**src/rtl/bfe_pkg.sv**
```systemverilog
// ----------------------------------------------------------------------------
// bfe_pkg
// Shared types, constants and hash helpers for the Bloom filter engine.
// ----------------------------------------------------------------------------
package bfe_pkg;

  localparam int unsigned MAX_FILTER_BITS = 65536;
  localparam int unsigned MAX_PROBES      = 32;
  localparam int unsigned WORD_COUNT      = (MAX_FILTER_BITS + 63) / 64;
  localparam int unsigned WORD_AW         = $clog2(WORD_COUNT);
  localparam int unsigned POS_W           = $clog2(MAX_FILTER_BITS);
  localparam int unsigned BITS_W          = 17;
  localparam int unsigned PROBES_W        = 6;
  localparam int unsigned DIV_STEPS       = 16;   // 64-bit dividend, 4 bits per cycle

  localparam logic [63:0] SEED_A = 64'd2166136261;
  localparam logic [63:0] SEED_B = 64'hcbf2_9ce4_8422_2325 ^ 64'h0000_0000_dead_beef;

  localparam logic [BITS_W-1:0]   BITS_RESET   = BITS_W'(MAX_FILTER_BITS);
  localparam logic [PROBES_W-1:0] PROBES_RESET = PROBES_W'(7);

  localparam logic CFG_IDX_BITS   = 1'b0;
  localparam logic CFG_IDX_PROBES = 1'b1;

  localparam logic KIND_KEY   = 1'b0;
  localparam logic KIND_CLEAR = 1'b1;

  typedef struct packed {
    logic        is_clear;
    logic        ins;
    logic [63:0] ha;
    logic [63:0] hb;
  } q_entry_t;

  typedef enum logic [2:0] {
    ST_INIT,
    ST_IDLE,
    ST_CLR,
    ST_MOD,
    ST_RD,
    ST_UPD,
    ST_DONE
  } back_state_t;

  // x * 16777619 = x * (2^24 + 0x193)
  function automatic logic [63:0] mul_a(input logic [63:0] x);
    mul_a = (x << 24) + (x << 8) + (x << 7) + (x << 4) + (x << 1) + x;
  endfunction

  // x * 0x00000100000001B3 = x * (2^40 + 0x1B3)
  function automatic logic [63:0] mul_b(input logic [63:0] x);
    mul_b = (x << 40) + (x << 8) + (x << 7) + (x << 5) + (x << 4) + (x << 1) + x;
  endfunction

  // Four restoring remainder steps; r < m on entry and exit
  function automatic logic [BITS_W-1:0] rem_step(input logic [BITS_W-1:0] r,
                                                 input logic [3:0]        d,
                                                 input logic [BITS_W-1:0] m);
    logic [BITS_W:0]   t;
    logic [BITS_W-1:0] rr;
    rr = r;
    for (int j = 3; j >= 0; j--) begin
      t = {rr, d[j]};
      if (t >= {1'b0, m}) t = t - {1'b0, m};
      rr = t[BITS_W-1:0];
    end
    rem_step = rr;
  endfunction

  function automatic logic [BITS_W-1:0] eff_bits(input logic [BITS_W-1:0] v);
    if (v == '0) eff_bits = BITS_W'(1);
    else if (v > BITS_W'(MAX_FILTER_BITS)) eff_bits = BITS_W'(MAX_FILTER_BITS);
    else eff_bits = v;
  endfunction

  function automatic logic [PROBES_W-1:0] eff_probes(input logic [PROBES_W-1:0] v);
    if (v == '0) eff_probes = PROBES_W'(1);
    else if (v > PROBES_W'(MAX_PROBES)) eff_probes = PROBES_W'(MAX_PROBES);
    else eff_probes = v;
  endfunction

endpackage

```
**src/rtl/bfe_front.sv**
```systemverilog
// ----------------------------------------------------------------------------
// bfe_front
// Byte hashing front end: folds key bytes into both hashes, queues keys/clears.
// ----------------------------------------------------------------------------
module bfe_front (
  input  logic              clk,
  input  logic              rst_n,
  input  logic              accept,
  input  logic              kind,
  input  logic [7:0]        key_byte,
  input  logic              last_byte,
  input  logic              do_insert,
  output logic              push,
  output bfe_pkg::q_entry_t push_data
);
  import bfe_pkg::*;

  logic [63:0] ha_r, ha_nxt;
  logic [63:0] hb_r, hb_nxt;
  logic [63:0] ha_new, hb_new;

  assign ha_new = mul_a(ha_r ^ {56'd0, key_byte});
  assign hb_new = mul_b(hb_r ^ {56'd0, key_byte});

  always_comb begin
    ha_nxt             = ha_r;
    hb_nxt             = hb_r;
    push               = 1'b0;
    push_data.is_clear = (kind == KIND_CLEAR);
    push_data.ins      = do_insert;
    push_data.ha       = ha_new;
    push_data.hb       = hb_new;
    if (accept) begin
      if (kind == KIND_CLEAR) begin
        ha_nxt = SEED_A;
        hb_nxt = SEED_B;
        push   = 1'b1;
      end else if (last_byte) begin
        ha_nxt = SEED_A;
        hb_nxt = SEED_B;
        push   = 1'b1;
      end else begin
        ha_nxt = ha_new;
        hb_nxt = hb_new;
      end
    end
  end

  always_ff @(posedge clk) begin
    if (!rst_n) begin
      ha_r <= SEED_A;
      hb_r <= SEED_B;
    end else begin
      ha_r <= ha_nxt;
      hb_r <= hb_nxt;
    end
  end

endmodule

```
**config.mk**
```make
export PLATFORM = sky130hd
export DESIGN_NAME = bfe_front
export DESIGN_NICKNAME = d
export VERILOG_FILES = /design/src/rtl/bfe_pkg.sv /design/src/rtl/bfe_front.sv
export SDC_FILE = /design/constraint.sdc
export NUM_CORES = 1
export LEC_CHECK = 0
export BUFFER_PORTS_ARGS = -buffer_cell sky130_fd_sc_hd__clkbuf_2
export CAP_MARGIN = 15
export CORE_ASPECT_RATIO = 0.8
export CORE_MARGIN = 4
export CORE_UTILIZATION = 29
export DETAILED_ROUTE_END_ITERATION = 8
export HOLD_SLACK_MARGIN = 0.15
export PLACE_DENSITY_LB_ADDON = 0.15
export SLEW_MARGIN = 25
export SYNTH_ARGS = -nofsm -noshare
export SYNTH_HDL_FRONTEND = slang
export SYNTH_SLANG_ARGS = --single-unit
```
**constraint.sdc**
```tcl
create_clock -name clk -period 13.05 [get_ports clk]
set_input_delay 0.6525 -clock clk [delete_from_list [all_inputs] [get_ports clk]]
set_output_delay 0.6525 -clock clk [all_outputs]
set_load 0.05 [all_outputs]
```
# Yosys cells after proc, flatten, opt, wreduce, memory -nomap -nowiden
# Index checks and enable logic that the tools add are counted.
# classes
n_mux,7
addsub,11
n_bitwise,2
# ops
cell,n
64-bit adder,11
64-bit 2-to-1 mux,4
64-bit by 8-bit XOR with 64-bit output,2
1-bit 2-to-1 mux,3
# word_totals
ff_bits,128
wordCells,22

# Depth between registers and ports, before layout
# Gate-level depths: netlist of run 1.
# logic_depth
ltp_word,9
mapped_depth,22
mapped_depth_nobuf,21

# Least setup slack after synthesis of run 1
# OpenSTA, ideal clock, no wires.
# synth_timing
path_type,input to output
start,input key_byte[0]
end,output push_data[126] (netlist name)
slack_ps,5862
required_time_ps,12397
path_buffers,1
stages,18
arrival_ps,6536
cell_sequence,xor2_1 -> inv_1 -> fa_1 -> inv_1 -> fa_1 -> fa_1 -> ha_1 -> clkbuf_1 -> nand2_1 -> or3_1 -> nor4_1 -> o21ai_0 -> nand2_1 -> o21ai_1 -> o41ai_1 -> nand2_1 -> o21a_1 -> xnor2_1
# synth_rtl
element,line_no,text
"start, declared",bfe_front.sv:10,"input logic [7:0] key_byte,"
"end, declared",bfe_front.sv:14,output bfe_pkg::q_entry_t push_data

==> results of run 1 <==
==> worst max-delay path by stage <==
stage                      startpoint             end  slack (ps)
after floorplan           key_byte[0]  push_data[126]        5860
after global placement    key_byte[4]   push_data[56]        4970
after detailed placement  key_byte[5]   push_data[61]        5080
after CTS                     hb_r[5]   push_data[61]        4970
after global routing          hb_r[5]   push_data[61]        4450
final                         hb_r[4]   push_data[56]        5090
==> metal layers <==
metal / vias up / share of wire / GRT usage
met4: 0 / 0.017 / 0.0402
met1: 9207 / 0.48 / 0.265
met2: 444 / 0.45 / 0.283
met5: - / 0 / 0
li1: 8593 / - / -
met3: 68 / 0.053 / 0.0325
==> layout make-up <==
type / instances / area [um^2] / share of cell area
clock inverter: 12 / 208 / 0.00783
sequential: 128 / 2560 / 0.0966
timing repair buffer: 153 / 796 / 0.0300
multi-input combinational: 1752 / 18500 / 0.697
tap: 1104 / 1380 / 0.0521
inverter: 707 / 2650 / 0.100
clock buffer: 20 / 447 / 0.0168
==> sequential cells by signal (all words and copies together), names as in the netlist <==
name / flops
hb_r: 64
ha_r: 64
==> metrics by stage <==
| step | hold WS, ps | cell area, um^2 | std cells | util |
|---|---|---|---|---|
| floorplan | 437 | 24000 | 2665 | - |
| global placement | 455 | 25900 | 3844 | 0.315 |
| detailed placement | 458 | 25900 | 3844 | 0.315 |
| CTS | 469 | 26500 | 3876 | 0.323 |
| global route | 487 | 26500 | 3876 | 0.323 |
| finish | 464 | 26500 | 3876 | 0.323 |
==> cell usage in the layout, fill, tap and decap left out, drive strengths merged, types with 47 or more instances in the layout <==
master,Yosys,routed
inv,707,708
fa,453,453
ha,199,199
clkbuf,65,161
a21oi,145,145
nand2,144,144
dfxtp,128,128
xnor2,96,96
o21ai,85,85
nor2,82,82
a21o,62,62
xor2,60,60
o211ai,48,48
nor2b,47,47
==> critical path, delay by kind of cell (launching register included) <==
kind | cells | cell delay, ps
AOI/OAI and AO/OA | 9 | 2810
buffers and inverters | 3 | 690
DFF | 1 | 340
xor gates and xnor gates | 2 | 760
adders and majority gates | 5 | 2190
==> logic make-up (layout without fill, tap and decap cells) <==
family	count (synthesis)	in the layout	synth area share
and+or+nand+nor	407	407	0.0813
muxes	6	6	0.00250
buffers and inverters	785	892	0.124
AOI/OAI and AO/OA	531	531	0.147
xor gates and xnor gates	156	156	0.0570
DFF	128	128	0.107
adders and majority gates	652	652	0.482
==> impl_metrics.toml, run 1 <==
[clock_tree]
post_cts_buffers = 0
clkLatencyLatePin_ps = 500
cts_hold_buffers = 0
cts_max_path_buffers = 2
clockRootBuffer = "clkbuf_16"
path_clk_slew_ps = 70
cts_tree = "built"
cts.sinks = 128
cts_resized = 0
cts_made_buffers = 17
htree_levels = 4

[setup_path]
crit_type = "flop to output pin"
worstSetupStartpointType = "flop"
path_common_cell = "fa_1"
cp_cell_sequence = "xor2_1 > inv_1 > fa_1 > inv_1 > fa_1 > fa_1 > ha_1 > ha_1 > o21ai_0 > a21oi_1 > o211ai_1 > a2111oi_1 > o2111ai_1 > o211ai_1 > a21boi_0 > o21ai_0 > a311o_1 > xor2_1 > clkbuf_2"
max_stage_delay_ps = 800
r2r_start = "hb_r[4]"
crit_required_ps = 12400
slowest_stage = "a2111oi_1"
arrival_ps = 7310
cp_max_fo = 6
end_kind = "output pin"
worstRegToRegCells = 19
r2r_slack_ps = 6420
rr_endpoint = "hb_r[56]"

[sta]
setup_slack_ps = 5090
setup_viol = 0
rsz0062_at_grt = "no"
skew_ps = 13.4
worstMarginPinSlew_ps = 1040
fin_crit_sh = 0.610
hold_viol_final = 0
fin_setup_tns_ps = 0
relSlewSlack = 0.303
slew_viol_final = 0
max_freq_mhz = 126
layout_min_cycle_time_ps = 7960

[placed_design]
place.gp.congestion = 0.881
port_buffers = 142
hpwlAfterDp_mm = 64.9
preCtsSetupSlack_ps = 5080

[finish]
nFillCells = 8743
num_antenna_cells = 0
drive_above_1_share = 0.0725
final_nets = 3425
areaGrowthSynthToFinish_pct = 10.6

[global_route]
antenna_found_initial = 1
grt-ovfl-total = 0
first_global_vias = 19200
track_usage = 0.182
grt_pass1_wl_mm = 120
grt_start_max_net_pins = 49

[synth]
yosysSeqAreaShare = 0.107
yosys-top-cells-count = "inv_1 (707), fa_1 (453), ha_1 (199)"
synthArstFlopShare = 0
synth_most_common_cell = "inv_1"
synth.avg_cell_area_um2 = 9.00
synth_edf_count = 0
ys_types = 69
synthFlopType = "dfxtp_1"
synth.net_count = 3331
netlist_area_um2 = 24000
ys_seq_elements = 128
synth_top_area_share = 0.378
synthTopCellsByArea = "fa_1 (38%), inv_1 (11%), dfxtp_1 (11%)"
yosysTopAreaCell = "fa_1"
synthesis.instances = 2665
ys_warn_count = 0

[floorplan]
die_area_um2 = 87400
die_h_um = 265
dieWidth_um = 330
num_rows = 94
ios = 145
start_util = 0.292
design.core.area_um2 = 82100

[flow_run]
cap_violations = 0

[detailed_routing]
viasPerCell = 4.72
detail-route-antenna-nets = 0
wirelength_mm = 77.4
vias = 18300
drcViolationCount = 0
wire_per_inst_um = 20.0
firstDrtPassIters = 5
drtIter0Drc = 1304

[worst_hold_path]
hold_class = "flop to flop"
holdCritStartpoint = "hb_r[63]"
min_to = "hb_r[63]"
worstHoldPathCells = 2

[outcome]
outcome = "finished, final reports clean"
Power of run 1 is not shown: default switching activity piles up to over one toggle a cycle in this logic, so the estimate is an artifact.
==> run 2: changes to the inputs <==
==> constraint.sdc (replaced) <==
create_clock -name clk -period 7.15 [get_ports clk]
set_input_delay 0.3575 -clock clk [delete_from_list [all_inputs] [get_ports clk]]
set_output_delay 0.3575 -clock clk [all_outputs]
set_load 0.05 [all_outputs]
==> run 2 against run 1 <==
  * Global-route usage grew 0.21 points
  * Worst hold slack got worse by 210 ps
  * Clock-buffer cell count is 4 higher
  * Final area increased by 1.5%
  * Core utilization rose by 0.48 points
  * Via count is 1.4% higher
==> impl_metrics.toml, run 2 (same netlist as run 1, synthesis figures left out) <==
[global_route]
grt_pass1_wl_mm = 122
track_usage = 0.184
antenna_found_initial = 0
grt_start_max_net_pins = 73
grt-ovfl-total = 0
first_global_vias = 19600

[outcome]
outcome = "finished, final reports clean"

[sta]
fin_setup_tns_ps = 0
max_freq_mhz = 144
layout_min_cycle_time_ps = 6940
worstMarginPinSlew_ps = 944
setup_viol = 0
setup_slack_ps = 212
fin_crit_sh = 0.970
rsz0062_at_grt = "no"
slew_viol_final = 0
hold_viol_final = 0
relSlewSlack = 0.370
skew_ps = 26.4

[placed_design]
place_area_um2 = 26200
dp.cells = 3860
preCtsSetupSlack_ps = 367
place.gp.congestion = 0.941
hpwlAfterDp_mm = 66.3
port_buffers = 142

[detailed_routing]
firstDrtPassIters = 5
wire_per_inst_um = 20.1
detail-route-antenna-nets = 0
vias = 18600
wirelength_mm = 78.2
viasPerCell = 4.77
drcViolationCount = 0
drtIter0Drc = 1119

[setup_path]
end_kind = "output pin"
cp_max_fo = 4
worstSetupStartpointType = "flop"
crit_required_ps = 6790
crit_type = "flop to output pin"
arrival_ps = 6580

[floorplan]
die_area_um2 = 87400
die_h_um = 265
start_util = 0.292
design.core.area_um2 = 82100
dieWidth_um = 330
num_rows = 94
ios = 145

[finish]
mostFrequentLayoutCells = "inv_1 (704), fa_1 (453), ha_1 (199)"
final_cells = 3895
final_common_cell = "inv_1"
areaGrowthSynthToFinish_pct = 12.3
top_regs = "ha_r x64, hb_r x64"
final_nets = 3447
fin_area_um2 = 26900
drive_above_1_share = 0.0810
num_antenna_cells = 0

[clock_tree]
cts.sinks = 128
clkLatencyLatePin_ps = 510
cts_made_buffers = 17
clockRootBuffer = "clkbuf_16"
cts_hold_buffers = 0
cts_tree = "built"
htree_levels = 4
cts_max_path_buffers = 2
path_clk_slew_ps = 50

[worst_hold_path]
hold_class = "input pin to flop"

[flow_run]
cap_violations = 0
## run 2: final timing paths
check / start / depth (start not counted) / end / slack [ps]
setup / recovery: ha_r[0] / 19 / push_data[112] / 210
hold / removal: key_byte[0] / 4 / ha_r[0] / 250
setup reg to reg: hb_r[2] / 20 / hb_r[52] / 1080
hold reg to reg: hb_r[63] / 2 / hb_r[63] / 460
## run 2: layout make-up
type,instances,area (um^2)
multi-input cells,1752,18500
fillers,8748,55200
repair buffers,175,1200
well taps,1104,1380
clock buffers,24,492
flip-flops and latches,128,2560
inverters,707,2660
clock inverters,5,128
## run 2: layer usage
metal,routed length (um),vias up,track usage
met1,39100,9435,0.276
met5,0,-,0
met4,1170,0,0.0366
li1,-,8644,-
met3,3480,61,0.0275
met2,34500,431,0.284
## run 2: metrics by stage
stage	utilization	hold slack, ps
2_1_floorplan	-	437
4_1_cts	0.327	215
3_5_place_dp	0.320	451
3_3_place_gp	0.320	455
6_report	0.328	255
5_1_grt	0.328	255
## run 2: critical path, cell delays in order, from the launching register on
cell	delay (ps)
dfxtp_1	360
xor2_1	360
inv_1	260
fa_1	570
fa_1	520
inv_1	40
ha_1	270
ha_1	330
o21a_1	200
o31a_1	130
o31ai_1	430
a31oi_1	290
o31ai_1	540
o31a_1	250
o311a_1	340
o21ai_1	190
and4_1	250
or3_1	360
and2_1	160
clkbuf_2	230
## run 2: what timing repair did
action / 4_1_cts / 5_1_grt
resized for setup: 0 / 11
endpoints found under the setup margin: 0 / 8
setup buffers: 0 / 6
Power of run 2 is left out for the same reason.
==> run 3: changes to the inputs <==
--- a/config.mk
+++ b/config.mk
@@ -7,8 +7,6 @@
 export LEC_CHECK = 0
 export BUFFER_PORTS_ARGS = -buffer_cell sky130_fd_sc_hd__clkbuf_2
 export CAP_MARGIN = 15
-export CORE_ASPECT_RATIO = 0.8
-export CORE_MARGIN = 4
 export CORE_UTILIZATION = 29
 export DETAILED_ROUTE_END_ITERATION = 8
 export HOLD_SLACK_MARGIN = 0.15
==> run 3 against run 2 <==
  * Via count down 1.3%
  * Setup slack better by 110 ps
  * Die area down 4.0%
  * Critical endpoint is now push_data[61]
==> impl_metrics.toml, run 3 (same netlist as run 1, synthesis figures left out) <==
[global_route]
first_global_vias = 19500
grt_start_max_net_pins = 51
grt_pass1_wl_mm = 119
track_usage = 0.191
grt-ovfl-total = 0
antenna_found_initial = 0

[detailed_routing]
highest_layer = "met4"
wirelength_mm = 76.1
viasPerCell = 4.75
dr_wl_met2_mm = 35.2
drtIter0Drc = 897
wl_met3_mm = 3.60
drcViolationCount = 0
wire_per_inst_um = 19.7
detail-route-antenna-nets = 0
vias = 18300
firstDrtPassIters = 7
drt-met1-wl_mm = 35.7

[clock_tree]
path_clk_slew_ps = 70
cts_max_path_buffers = 2
cts_tree = "built"
cts.sinks = 128
htree_levels = 4
clkLatencyLatePin_ps = 500
clockRootBuffer = "clkbuf_16"
cts_made_buffers = 17

[finish]
num_antenna_cells = 0
fin_area_um2 = 26900
final_nets = 3445
nFillCells = 8703
areaGrowthSynthToFinish_pct = 12.0
drive_above_1_share = 0.0831
top_regs = "ha_r x64, hb_r x64"
final_common_cell = "inv_1"
mostFrequentLayoutCells = "inv_1 (706), fa_1 (453), ha_1 (199)"

[sta]
layout_min_cycle_time_ps = 6830
slew_viol_final = 0
fin_crit_sh = 0.955
worstMarginPinSlew_ps = 781
max_freq_mhz = 146
rsz0062_at_grt = "yes"
relSlewSlack = 0.479
skew_ps = 22.0
setup_viol = 0
hold_viol_final = 0

[worst_hold_path]
hold_class = "input pin to flop"
min_to = "ha_r[0]"
worstHoldPathCells = 4
holdCritStartpoint = "key_byte[0]"

[floorplan]
ios = 145
die_area_um2 = 83900
num_rows = 105
design.core.area_um2 = 82000
start_util = 0.293
dieWidth_um = 290
die_h_um = 290

[setup_path]
worstRegToRegCells = 20
arrival_ps = 6470
worstSetupStartpointType = "flop"
crit_type = "flop to output pin"
r2r_start = "hb_r[6]"
cp_max_fo = 7
r2r_slack_ps = 1020
rr_endpoint = "hb_r[52]"
end_kind = "output pin"
crit_required_ps = 6790
crit_start = "hb_r[22]"

[outcome]
outcome = "finished, final reports clean"

[placed_design]
port_buffers = 142
place.gp.congestion = 0.858
place_area_um2 = 26200
hpwlAfterDp_mm = 64.9

[flow_run]
cap_violations = 0
==> run 3: layer usage <==
layer | vias up | track usage
met5 | - | 0
met4 | 0 | 0.0535
met3 | 56 | 0.0354
met2 | 361 | 0.303
met1 | 9281 | 0.264
li1 | 8638 | -
==> run 3: critical path: stages, from the launching register on <==
cell and delay [ps]:
dfxtp_1 380, inv_1 210, fa_1 600, inv_1 60, fa_1 480, inv_1 50
fa_1 480, inv_1 50, ha_1 270, ha_1 370, a21oi_1 180, o21ai_0 160
a221o_1 360, a21oi_1 280, o21ai_0 140, a311oi_1 440, o41ai_4 220, a2111oi_0 450
a211o_1 200, o21bai_1 100, xor2_2 300, buf_12 180
==> run 3: timing repair <==
item                                    4_1_cts  5_1_grt
hold buffers                                  0        0
pin swaps                                     0        1
buffers inserted                              0        2
gates resized for setup                       5       13
endpoints found under the setup margin        4       14
==> run 3: per-stage QoR <==
step | util | setup TNS, ps | cells | hold slack (ps) | setup slack [ps]
6_report | 0.328 | 0 | 3862 | 252 | 322
5_1_grt | 0.328 | -23.3 | 3862 | 280 | -23.3
3_3_place_gp | 0.319 | 0 | 3828 | 454 | 124
2_1_floorplan | - | 0 | 2665 | 437 | 552
3_5_place_dp | 0.319 | 0 | 3828 | 454 | 109
4_1_cts | 0.327 | 0 | 3860 | 211 | 49.0
==> run 3: worst max path at each step <==
stage and end:
2_1_floorplan push_data[126], 4_1_cts push_data[56], 3_3_place_gp push_data[56], 3_5_place_dp push_data[56], 5_1_grt push_data[56], 6_report push_data[61]
==> run 3: area by class of cell <==
type,count,area [um^2],share of cell area
Timing Repair Buffer,173,1130,0.0419
Clock buffer,19,443,0.0165
Tap cell,1070,1340,0.0498
Multi-Input combinational cell,1752,18600,0.692
Sequential cell,128,2560,0.0954
Inverter,707,2650,0.0988
Clock inverter,13,159,0.00591
Power of run 3 is left out for the same reason.
