==> config.mk <==
export PLATFORM = sky130hd
export DESIGN_NAME = bfe_queue
export DESIGN_NICKNAME = d
export VERILOG_FILES = /design/src/rtl/bfe_pkg.sv /design/src/rtl/bfe_queue.sv
export SDC_FILE = /design/constraint.sdc
export NUM_CORES = 1
export LEC_CHECK = 0
export BUFFER_PORTS_ARGS = -buffer_cell sky130_fd_sc_hd__buf_2
export CAP_MARGIN = 20
export CORE_ASPECT_RATIO = 1.2
export CORE_UTILIZATION = 35
export CTS_CLUSTER_DIAMETER = 50
export DETAILED_ROUTE_END_ITERATION = 10
export PLACE_DENSITY = 0.53
export SLEW_MARGIN = 20
export SYNTH_ARGS = -nofsm -noshare
export SYNTH_HDL_FRONTEND = slang
export SYNTH_SLANG_ARGS = --single-unit
==> constraint.sdc <==
create_clock -name clk -period 6.1 [get_ports clk]
set_clock_uncertainty 0.05 [all_clocks]
set_input_delay 0.61 -clock clk [delete_from_list [all_inputs] [get_ports clk]]
set_output_delay 0.61 -clock clk [all_outputs]
set_load 0.01 [all_outputs]
==> src/rtl/bfe_pkg.sv <==
// ----------------------------------------------------------------------------
// bfe_pkg
// Shared types, constants and hash helpers for the Bloom filter engine.
// ----------------------------------------------------------------------------
package bfe_pkg;

  localparam int unsigned MAX_FILTER_BITS = 65536;
  localparam int unsigned MAX_PROBES      = 32;
  localparam int unsigned WORD_COUNT      = (MAX_FILTER_BITS + 63) / 64;
  localparam int unsigned WORD_AW         = $clog2(WORD_COUNT);
  localparam int unsigned POS_W           = $clog2(MAX_FILTER_BITS);
  localparam int unsigned BITS_W          = 17;
  localparam int unsigned PROBES_W        = 6;
  localparam int unsigned DIV_STEPS       = 16;   // 64-bit dividend, 4 bits per cycle

  localparam logic [63:0] SEED_A = 64'd2166136261;
  localparam logic [63:0] SEED_B = 64'hcbf2_9ce4_8422_2325 ^ 64'h0000_0000_dead_beef;

  localparam logic [BITS_W-1:0]   BITS_RESET   = BITS_W'(MAX_FILTER_BITS);
  localparam logic [PROBES_W-1:0] PROBES_RESET = PROBES_W'(7);

  localparam logic CFG_IDX_BITS   = 1'b0;
  localparam logic CFG_IDX_PROBES = 1'b1;

  localparam logic KIND_KEY   = 1'b0;
  localparam logic KIND_CLEAR = 1'b1;

  typedef struct packed {
    logic        is_clear;
    logic        ins;
    logic [63:0] ha;
    logic [63:0] hb;
  } q_entry_t;

  typedef enum logic [2:0] {
    ST_INIT,
    ST_IDLE,
    ST_CLR,
    ST_MOD,
    ST_RD,
    ST_UPD,
    ST_DONE
  } back_state_t;

  // x * 16777619 = x * (2^24 + 0x193)
  function automatic logic [63:0] mul_a(input logic [63:0] x);
    mul_a = (x << 24) + (x << 8) + (x << 7) + (x << 4) + (x << 1) + x;
  endfunction

  // x * 0x00000100000001B3 = x * (2^40 + 0x1B3)
  function automatic logic [63:0] mul_b(input logic [63:0] x);
    mul_b = (x << 40) + (x << 8) + (x << 7) + (x << 5) + (x << 4) + (x << 1) + x;
  endfunction

  // Four restoring remainder steps; r < m on entry and exit
  function automatic logic [BITS_W-1:0] rem_step(input logic [BITS_W-1:0] r,
                                                 input logic [3:0]        d,
                                                 input logic [BITS_W-1:0] m);
    logic [BITS_W:0]   t;
    logic [BITS_W-1:0] rr;
    rr = r;
    for (int j = 3; j >= 0; j--) begin
      t = {rr, d[j]};
      if (t >= {1'b0, m}) t = t - {1'b0, m};
      rr = t[BITS_W-1:0];
    end
    rem_step = rr;
  endfunction

  function automatic logic [BITS_W-1:0] eff_bits(input logic [BITS_W-1:0] v);
    if (v == '0) eff_bits = BITS_W'(1);
    else if (v > BITS_W'(MAX_FILTER_BITS)) eff_bits = BITS_W'(MAX_FILTER_BITS);
    else eff_bits = v;
  endfunction

  function automatic logic [PROBES_W-1:0] eff_probes(input logic [PROBES_W-1:0] v);
    if (v == '0) eff_probes = PROBES_W'(1);
    else if (v > PROBES_W'(MAX_PROBES)) eff_probes = PROBES_W'(MAX_PROBES);
    else eff_probes = v;
  endfunction

endpackage

==> src/rtl/bfe_queue.sv <==
// ----------------------------------------------------------------------------
// bfe_queue
// Two-entry queue between hashing front end and probe back end.
// ----------------------------------------------------------------------------
module bfe_queue (
  input  logic              clk,
  input  logic              rst_n,
  input  logic              push,
  input  bfe_pkg::q_entry_t push_data,
  input  logic              pop,
  output logic              empty,
  output logic              full,
  output bfe_pkg::q_entry_t pop_data
);
  import bfe_pkg::*;

  q_entry_t   slot_r [2];
  logic       wp_r, wp_nxt;
  logic       rp_r, rp_nxt;
  logic [1:0] cnt_r, cnt_nxt;

  assign empty    = (cnt_r == 2'd0);
  assign full     = (cnt_r == 2'd2);
  assign pop_data = slot_r[rp_r];

  always_comb begin
    wp_nxt  = wp_r ^ push;
    rp_nxt  = rp_r ^ pop;
    cnt_nxt = cnt_r + {1'b0, push} - {1'b0, pop};
  end

  always_ff @(posedge clk) begin
    if (push) slot_r[wp_r] <= push_data;
  end

  always_ff @(posedge clk) begin
    if (!rst_n) begin
      wp_r  <= 1'b0;
      rp_r  <= 1'b0;
      cnt_r <= 2'd0;
    end else begin
      wp_r  <= wp_nxt;
      rp_r  <= rp_nxt;
      cnt_r <= cnt_nxt;
    end
  end

endmodule

# After elaboration in Yosys (flattened, before gate mapping)
# Memory sizes are Yosys's and may differ from the RTL's. A register that Yosys moved wholly into a read port is not among the register bits.
# Index checks and enable logic that the tools add are counted.
[totals]
register_bits = 4
ram_bits = 260
input_bits = 134
out_inout_bits = 132
word_cells = 13
mem_count = 1
[memory_table]
columns = ["name", "depth", "word_bits", "rd", "rd_clocked_by_memory_dff", "write_ports", "line", "rtl"]
rows = [
  ["slot_r", 2, 130, 1, 1, 1, "bfe_queue.sv:17", "q_entry_t slot_r [2];"],
]
[classes]
n_addsub = 2
n_eq_ne = 1
mux = 3
n_bitwise = 2
n_reduce_logical = 1
[ops]
columns = ["cell", "count"]
rows = [
  ["two-way mux 1 bit", 3],
  ["adder 2 x 1 -> 2 bit", 1],
  ["equality test 2 bit (second input constant)", 1],
  ["logical NOT 2 bit", 1],
  ["subtractor 2 x 1 -> 2 bit", 1],
  ["XOR 1 bit", 2],
]

# Logic depth before layout (Yosys ltp)
# Gate-level depths: netlist of run 1.
[logic_depth]
depth_word = 2
depth_mapped = 6
mapped_depth_nobuf = 6

# Worst setup path before layout of run 1
# OpenSTA, ideal clock, no wires.
[synth_path]
path_kind = "in2reg"
startpoint = "in push"
endpoint = "mem slot_r[0][0] (netlist name), enable pin"
t_arrival_ps = 3656
t_required_ps = 5545
slack_ps = 1888
cell_stages = 1
path_buffers = 0
path_cell_list = "ha_1"
[synth_via]
elab_chain_len = 2
[synth_rtl]
columns = ["element", "line", "rtl"]
rows = [
  ["start, declared", "bfe_queue.sv:8", "input logic push,"],
  ["two-way mux 1 bit", "bfe_queue.sv:33", "if (push) slot_r[wp_r] <= push_data;"],
  ["two-way mux 1 bit (not written as such)", "bfe_queue.sv:33", ""],
  ["end, declared", "bfe_queue.sv:17", ""],
]
# Every way passes these cells.

==> flow_summary.rst, run 1 <==
.. list-table::
   :header-rows: 1

   * - Metric
     - Value
   * - Status
     - finished, final reports clean
   * - Nets
     - 849
   * - Largest cells by area after synthesis
     - edfxtp_1 (81%), mux2_2 (15%), buf_6 (1.2%)
   * - Final instance count without filler cells
     - 1073
   * - Syn Nets
     - about 560
   * - Deepest clock path buffer count
     - 3
   * - Nature of the critical path endpoint
     - primary output
   * - Area added between synthesis and finish
     - 26.6%
   * - Detailed Routing Iterations Pass 1
     - 4
   * - Sinks on Clock Net
     - 265
   * - FF+latch area
     - around 8000 sq um
   * - Input/output buffers
     - ~270
   * - Worst slew margin
     - 0.343
   * - Total power density per cell area
     - ~340 nW/um^2
   * - Register area share after synthesis
     - 0.820
   * - M1 GR Usage
     - 0.141
   * - Worst-case hold path end point
     - slot_r[0][11]
   * - Root Buffer
     - clkbuf_16
   * - Reg-to-Reg End
     - slot_r[0][3]
   * - Largest net degree at the start of global routing
     - 70
   * - Cell Chain, Critical Path
     - buf_4, mux2_2, buf_2
   * - Setup slack, reg-to-reg
     - approximately 3500 ps
   * - Count of fill cells added during filler insertion
     - between 2000 and 2500
   * - Share of the synthesized area in the top cell type
     - 0.810
   * - Hold Crit Class
     - primary input to flop
   * - Area taken by multi-input logic gates
     - 1610 sq um
   * - H-tree depth reported by CTS
     - 1
   * - CTS tree
     - built
   * - Final setup viols
     - 0
   * - Boundary pin count
     - between 200 and 300
   * - Count of antenna-violating nets left after detailed routing
     - 0
   * - CP Data Required Time
     - roughly 5400 ps
   * - Number of cells traversed by the worst hold path
     - 1
   * - Met3 track demand over resource
     - 0.0622
   * - Clock slew at reported path FFs
     - ~60 ps
   * - Most frequent cells after synthesis
     - edfxtp_1 (260), mux2_2 (130), buf_6 (10)
   * - Signal arrival time at the worst endpoint
     - approximately 2200 ps
   * - Area of the die
     - about 28000 sq um
   * - Period minus WS final
     - 2880 ps
   * - Vias in the first global route
     - ~5200
   * - FF-to-FF Start
     - wp_r
   * - Worst VDD drop
     - between 0.0002 and 0.00025 V
   * - Starting utilization of the core area
     - 0.356
   * - Fraction of layout instances using a drive strength above 1
     - 0.602
   * - Row count
     - 66
   * - Average detailed-routed wire length per instance
     - around 17 microns
   * - Vertical extent of the die
     - 184 microns
   * - Postcts setup bufs
     - 0
   * - Weighted congestion reported at the end of routability-driven placement
     - 0.700
   * - Chip Width
     - between 150 and 200 microns
   * - First-pass GRT wire length
     - roughly 28 mm
   * - Unrepaired setup endpoints after global routing
     - false
   * - Mapped cell area
     - 9640 sq um
   * - Share of async-settable or async-resettable flops after synthesis
     - 0
   * - Core area
     - between 20000 and 30000 sq um
   * - GRT Residual Overflow
     - 0
   * - Biggest area consumer among synthesized cells
     - edfxtp_1
   * - Cell type of the slowest stage on the worst timing path
     - buf_4
   * - Number of instances in the synthesized netlist
     - roughly 430
   * - Achievable frequency
     - roughly 350 MHz
   * - Total number of yosys warnings
     - 0
   * - Mean instance size in the synthesized netlist
     - 22.7 sq um
   * - Critical path start-end classification
     - flop to primary output
   * - Hold WS
     - 220 ps
   * - Synthesized flop and latch total
     - approximately 270
   * - Maxcap violations
     - 0
   * - Maximum cell stage delay along the critical path
     - ~670 ps
   * - Clock latency on the worst-skew pair
     - around 520 ps
   * - Antenna violations before repair
     - 5
   * - Gr busiest metal
     - met2
   * - Endpoints failing hold
     - 0
   * - Average vias per placed instance
     - 4.54
   * - All-layer global routing usage
     - 0.128
   * - Cts bufs inserted
     - 29
   * - Accumulated negative setup slack
     - 0 ps
   * - Most common cell in the netlist
     - edfxtp_1
   * - Final wirelength
     - ~19 mm
   * - Crit Path Max Fanout
     - a little under 70
   * - Number of violations reported at the end of detailed-routing iteration 0
     - between 150 and 200
   * - DR vias
     - ~4900
   * - DP Wirelength
     - about 12 mm
   * - EDFF count, synth
     - 260
   * - Depth of the most critical reg-to-reg path
     - 3
   * - Post-detailed-route DRC marker count
     - 0
   * - Cts hold-fix bufs
     - 0
   * - Period Utilization, post-route
     - 0.472
   * - Startpoint types
     - flop
   * - Start point of the worst hold path
     - push_data[11]
   * - Top_reg_cell synth
     - edfxtp_1
   * - Synth cell types
     - 13
   * - Global Route met2 Usage
     - 0.221
   * - CTS resizes
     - 0
   * - Post-Place Cells
     - between 1000 and 1500
   * - Fin. max-slew vios
     - 0
   * - Transition time of the tightest slew-check pin
     - 985 ps
   * - Leakage power
     - 4.53 nW
==> layout make-up <==
type	instances	area share
antenna	1	0.000205
clock buffer	36	0.0616
clock inverter	16	0.0108
inverter	3	0.000923
multi-input combinational	143	0.132
sequential	265	0.648
tap	340	0.0349
timing repair buffer	269	0.111
==> per-layer routing <==
layer	up-vias	part of all wire
met3	32	0.11
met5	-	0.0022
met2	197	0.49
li1	2261	-
met4	6	0.016
met1	2377	0.38
==> state kept, by name, summed over array words and instances, names as in the netlist, named ones only <==
signal	flops
rp_r	1
cnt_r	2
slot_r	260
wp_r	1
==> critical path, delay by kind of cell, from the launching register on <==
family	cells	cell delay, ps
flip-flops	1	340
multiplexers	1	440
buffers and inverters	2	820
==> power breakdown <==
group          total, W  switching (W)  internal, W
Clock           0.00160       0.000651     0.000953
Sequential      0.00215      0.0000241      0.00213
Combinational  0.000440       0.000236     0.000204
Total           0.00420       0.000912      0.00329
==> kinds of logic (layout without fill, tap and decap cells) <==
logic type | Yosys count | after routing | share of synthesized area
other | 0 | 1 | 0
flip-flops | 265 | 265 | 0.820
XOR/XNOR | 2 | 2 | 0.00324
multiplexers | 130 | 130 | 0.152
AND/OR/NAND/NOR | 7 | 7 | 0.00428
adder cells (fa/ha/maj) | 4 | 4 | 0.00519
buffers and inverters | 17 | 324 | 0.0152
==> cell usage in the layout, fill, tap and decap left out <==
master and n:
buf_2 265, bufinv_16 2, ha_1 2, clkinvlp_4 2
dfxtp_1 4, inv_6 1, and2_1 3, buf_4 4
clkbuf_16 29, diode_2 1, clkinv_2 5, xnor3_1 1
mux2_2 130, dfxtp_4 1, clkbuf_1 7, inv_1 3
clkinv_1 6, ha_4 2, xor2_1 1, nor2b_1 3
edfxtp_1 260, nor2_1 1
==> worst max-delay path by stage <==
| stage | startpoint | to | slack (ps) |
|---|---|---|---|
| floorplan | push | slot_r[0][0] | 1890 |
| global placement | push | slot_r[1][1] | 3190 |
| detailed placement | push | slot_r[0][5] | 3130 |
| CTS | flop | pop_data[99] | 3190 |
| global route | flop | pop_data[99] | 3090 |
| finish | flop | pop_data[99] | 3220 |
==> metrics by stage <==
stage	power, W	setup slack, ps	util	area, sq um
final	0.00420	3220	0.450	12200
after global routing	0.00437	3090	0.450	12200
after CTS	0.00427	3190	0.450	12200
after detailed placement	0.00264	3130	0.418	11300
after global placement	0.00263	3190	0.418	11300
after floorplan	0.00246	1890	-	9640
No activity file was read; power rests on OpenSTA's default activity.
==> run 2: changes to the inputs <==
==> constraint.sdc (replaced) <==
create_clock -name clk -period 2.75 [get_ports clk]
set_clock_uncertainty 0.05 [all_clocks]
set_input_delay 0.275 -clock clk [delete_from_list [all_inputs] [get_ports clk]]
set_output_delay 0.275 -clock clk [all_outputs]
set_load 0.01 [all_outputs]
==> run 2 against run 1 <==
Register-to-register slack got worse by 2300 ps. Worst setup slack got worse by 2800 ps. Final cell count increased by 12%. Global-route usage increased by 1.2 points. Critical path type unchanged. Largest cell class unchanged.
==> flow_summary.rst, run 2 (same netlist as run 1, synthesis figures left out) <==
.. list-table::
   :header-rows: 1

   * - Metric
     - Value
   * - Fin. max-slew vios
     - 0 (unchanged)
   * - Number of flip-flops under the largest register name
     - 260 (unchanged)
   * - Area of the die
     - 28200 sq um (unchanged)
   * - Leading cell type in the layout, fill and taps excluded
     - buf_2 (unchanged)
   * - Boundary pin count
     - 266 (unchanged)
   * - Starting utilization of the core area
     - 0.356 (unchanged)
   * - Clock slew at reported path FFs
     - 60 ps (about the same)
   * - Count of fill cells added during filler insertion
     - 2276 (was 2402)
   * - Period Utilization, post-route
     - 0.859
   * - Crit Path Max Fanout
     - 52 (was 69)
   * - Number of violations reported at the end of detailed-routing iteration 0
     - 186 (was 169)
   * - Endpoints failing hold
     - 0 (unchanged)
   * - Average vias per placed instance
     - 4.47 (was 4.54)
   * - Root Buffer
     - clkbuf_16 (unchanged)
   * - Vias in the first global route
     - 6023 (was 5179)
   * - Largest reg by FF count
     - slot_r (unchanged)
   * - Area added between synthesis and finish
     - 40.9% (was 26.6%)
   * - DR vias
     - 5382 (was 4873)
   * - Final instance count without filler cells
     - 1204 (was 1073)
   * - Period minus WS final
     - between 2000 and 2500 ps
   * - Achievable frequency
     - between 400 and 500 MHz
   * - Signal arrival time at the worst endpoint
     - 2040 ps (was 2220 ps)
   * - Crit-path leading delay family
     - flip-flops (was buffers and inverters)
   * - Chip Width
     - 154 microns (unchanged)
   * - Placement-stage cell area
     - 11400 sq um (was 11300 sq um)
   * - All-layer global routing usage
     - 0.140 (was 0.128)
   * - Hold Crit Class
     - primary input to flop (unchanged)
   * - Design Power
     - 0.00954 W (was 0.00420 W)
   * - Sum of buffers and inverters on the critical path
     - 2 (unchanged)
   * - CTS resizes
     - 0 (unchanged)
   * - Leakage power
     - 5.11 nW (was 4.53 nW)
   * - Startpoint types
     - flop (unchanged)
   * - CP Data Required Time
     - 2420 ps (was 5440 ps)
   * - Count of antenna-violating nets left after detailed routing
     - 0 (unchanged)
   * - Maximum cell stage delay along the critical path
     - 580 ps (was 670 ps)
   * - Status
     - finished, final reports clean (unchanged)
   * - Cell type of the slowest stage on the worst timing path
     - dfxtp_4 (was buf_4)
   * - Maxcap violations
     - 0 (unchanged)
   * - Nature of the critical path endpoint
     - primary output (unchanged)
   * - Cell Chain, Critical Path
     - buf_12, mux2_2, buf_2 (was buf_4, mux2_2, buf_2)
   * - Transition time of the tightest slew-check pin
     - 585 ps (was 985 ps)
   * - Deepest clock path buffer count
     - 3 (unchanged)
   * - Post-layout utilization of the core
     - 0.502 (was 0.450)
   * - Nets
     - 981 (was 849)
   * - Input/output buffers
     - 265 (unchanged)
   * - Clock latency on the worst-skew pair
     - 520 ps (about the same)
   * - Vertical extent of the die
     - 184 microns (unchanged)
   * - Detailed Routing Iterations Pass 1
     - 4 (unchanged)
   * - Core area
     - 27100 sq um (unchanged)
   * - Commonest cells after routing, fill and taps aside
     - buf_2 (265), edfxtp_1 (260), dlygate4sd3_1 (131), mux2_2 (130), clkbuf_16 (29) (was buf_2 (265), edfxtp_1 (260), mux2_2 (130), clkbuf_16 (29), clkbuf_1 (7))
   * - H-tree depth reported by CTS
     - 1 (unchanged)
   * - DP Wirelength
     - 12.4 mm (was 12.1 mm)
   * - Final wirelength
     - 20.1 mm (was 18.6 mm)
   * - Post-detailed-route DRC marker count
     - 0 (unchanged)
   * - Critical path start-end classification
     - flop to primary output (unchanged)
   * - Total power density per cell area
     - 702 nW/um^2 (was 344 nW/um^2)
   * - Row count
     - 66 (unchanged)
   * - Largest net degree at the start of global routing
     - 98 (was 70)
   * - Antenna violations before repair
     - 1 (was 5)
   * - Worst slew margin
     - 0.610 (was 0.343)
   * - Weighted congestion reported at the end of routability-driven placement
     - 0.720 (was 0.700)
   * - Post-Place Cells
     - 1022 (was 1020)
   * - CTS tree
     - built (unchanged)
   * - Final Cell Area
     - 13600 sq um (was 12200 sq um)
   * - Average detailed-routed wire length per instance
     - 16.7 microns (was 17.3 microns)
   * - Worst VDD drop
     - 0.000580 V (was 0.000222 V)
   * - Accumulated negative setup slack
     - 0 ps (unchanged)
   * - Final setup viols
     - 0 (unchanged)
   * - Cts bufs inserted
     - 28 (was 29)
   * - First-pass GRT wire length
     - 31.0 mm (was 28.2 mm)
   * - GRT Residual Overflow
     - 0 (unchanged)
   * - Registers with the most flip-flops
     - slot_r x260, cnt_r x2 (unchanged)
   * - Sinks on Clock Net
     - 265 (unchanged)
   * - Unrepaired setup endpoints after global routing
     - false (unchanged)
   * - Fraction of layout instances using a drive strength above 1
     - 0.509 (was 0.602)
run 2: changes by cell type in the layout (fill, tap and decap cells not counted), moves of 2 or more:
cell | previous run | this run
clkbuf_1 | 7 | 10
dlygate4sd3_1 | 0 | 131
clkinv_2 | 5 | 1
buf_4 | 4 | 2
buf_12 | 0 | 4
run 2: through the flow:
stage               hold slack [ps]  setup slack, ps
floorplan                       324              224
global placement                413              930
detailed placement              417              893
CTS                            47.1              311
global route                   58.6              269
finish                         75.4              387
run 2: area by class of cell:
type / instances / area, sq um / share of cell area
Antenna cell: 1 / 2.50 / 0.000184
Clock buffer: 39 / 763 / 0.0562
Clock inverter: 11 / 130 / 0.00958
Inverter: 3 / 11.3 / 0.000829
Multi-Input combinational cell: 143 / 1610 / 0.119
Sequential cell: 265 / 7910 / 0.582
Tap cell: 340 / 425 / 0.0313
Timing Repair Buffer: 402 / 2730 / 0.201
run 2: worst reg2reg max path, delay by kind of cell (launching register included):
kind,cells,cell delay [ps]
buffers and inverters,2,520
flip-flops,1,330
adder cells (fa/ha/maj),1,150
run 2: routing by layer:
layer / track usage / wire length, microns / up-vias
met3: 0.0453 / 1540 / 36
met4: 0.0384 / 358 / 2
li1: - / - / 2536
met1: 0.153 / 7730 / 2615
met5: 0 / 10 / -
met2: 0.260 / 10500 / 193
run 2: report_power, final:
group | internal (W) | switching (W)
sequential | 0.00472 | 0.0000738
clock | 0.00221 | 0.00142
combinational | 0.000585 | 0.000541
total | 0.00751 | 0.00203
run 2: path summary, 6_finish.rpt:
check                           startpoint              to  slack, ps  cells after the start
worst min-delay path                   pop            rp_r         80                      3
worst max register to register        wp_r  slot_r[0][117]       1250                      3
worst min register to register        rp_r            rp_r        530                      2
worst max-delay path                  flop   pop_data[107]        390                      3
run 2: what timing repair did:
item	4_1_cts	5_1_grt
setup buffers	0	0
hold buffers	131	0
endpoints found under the hold margin	265	0
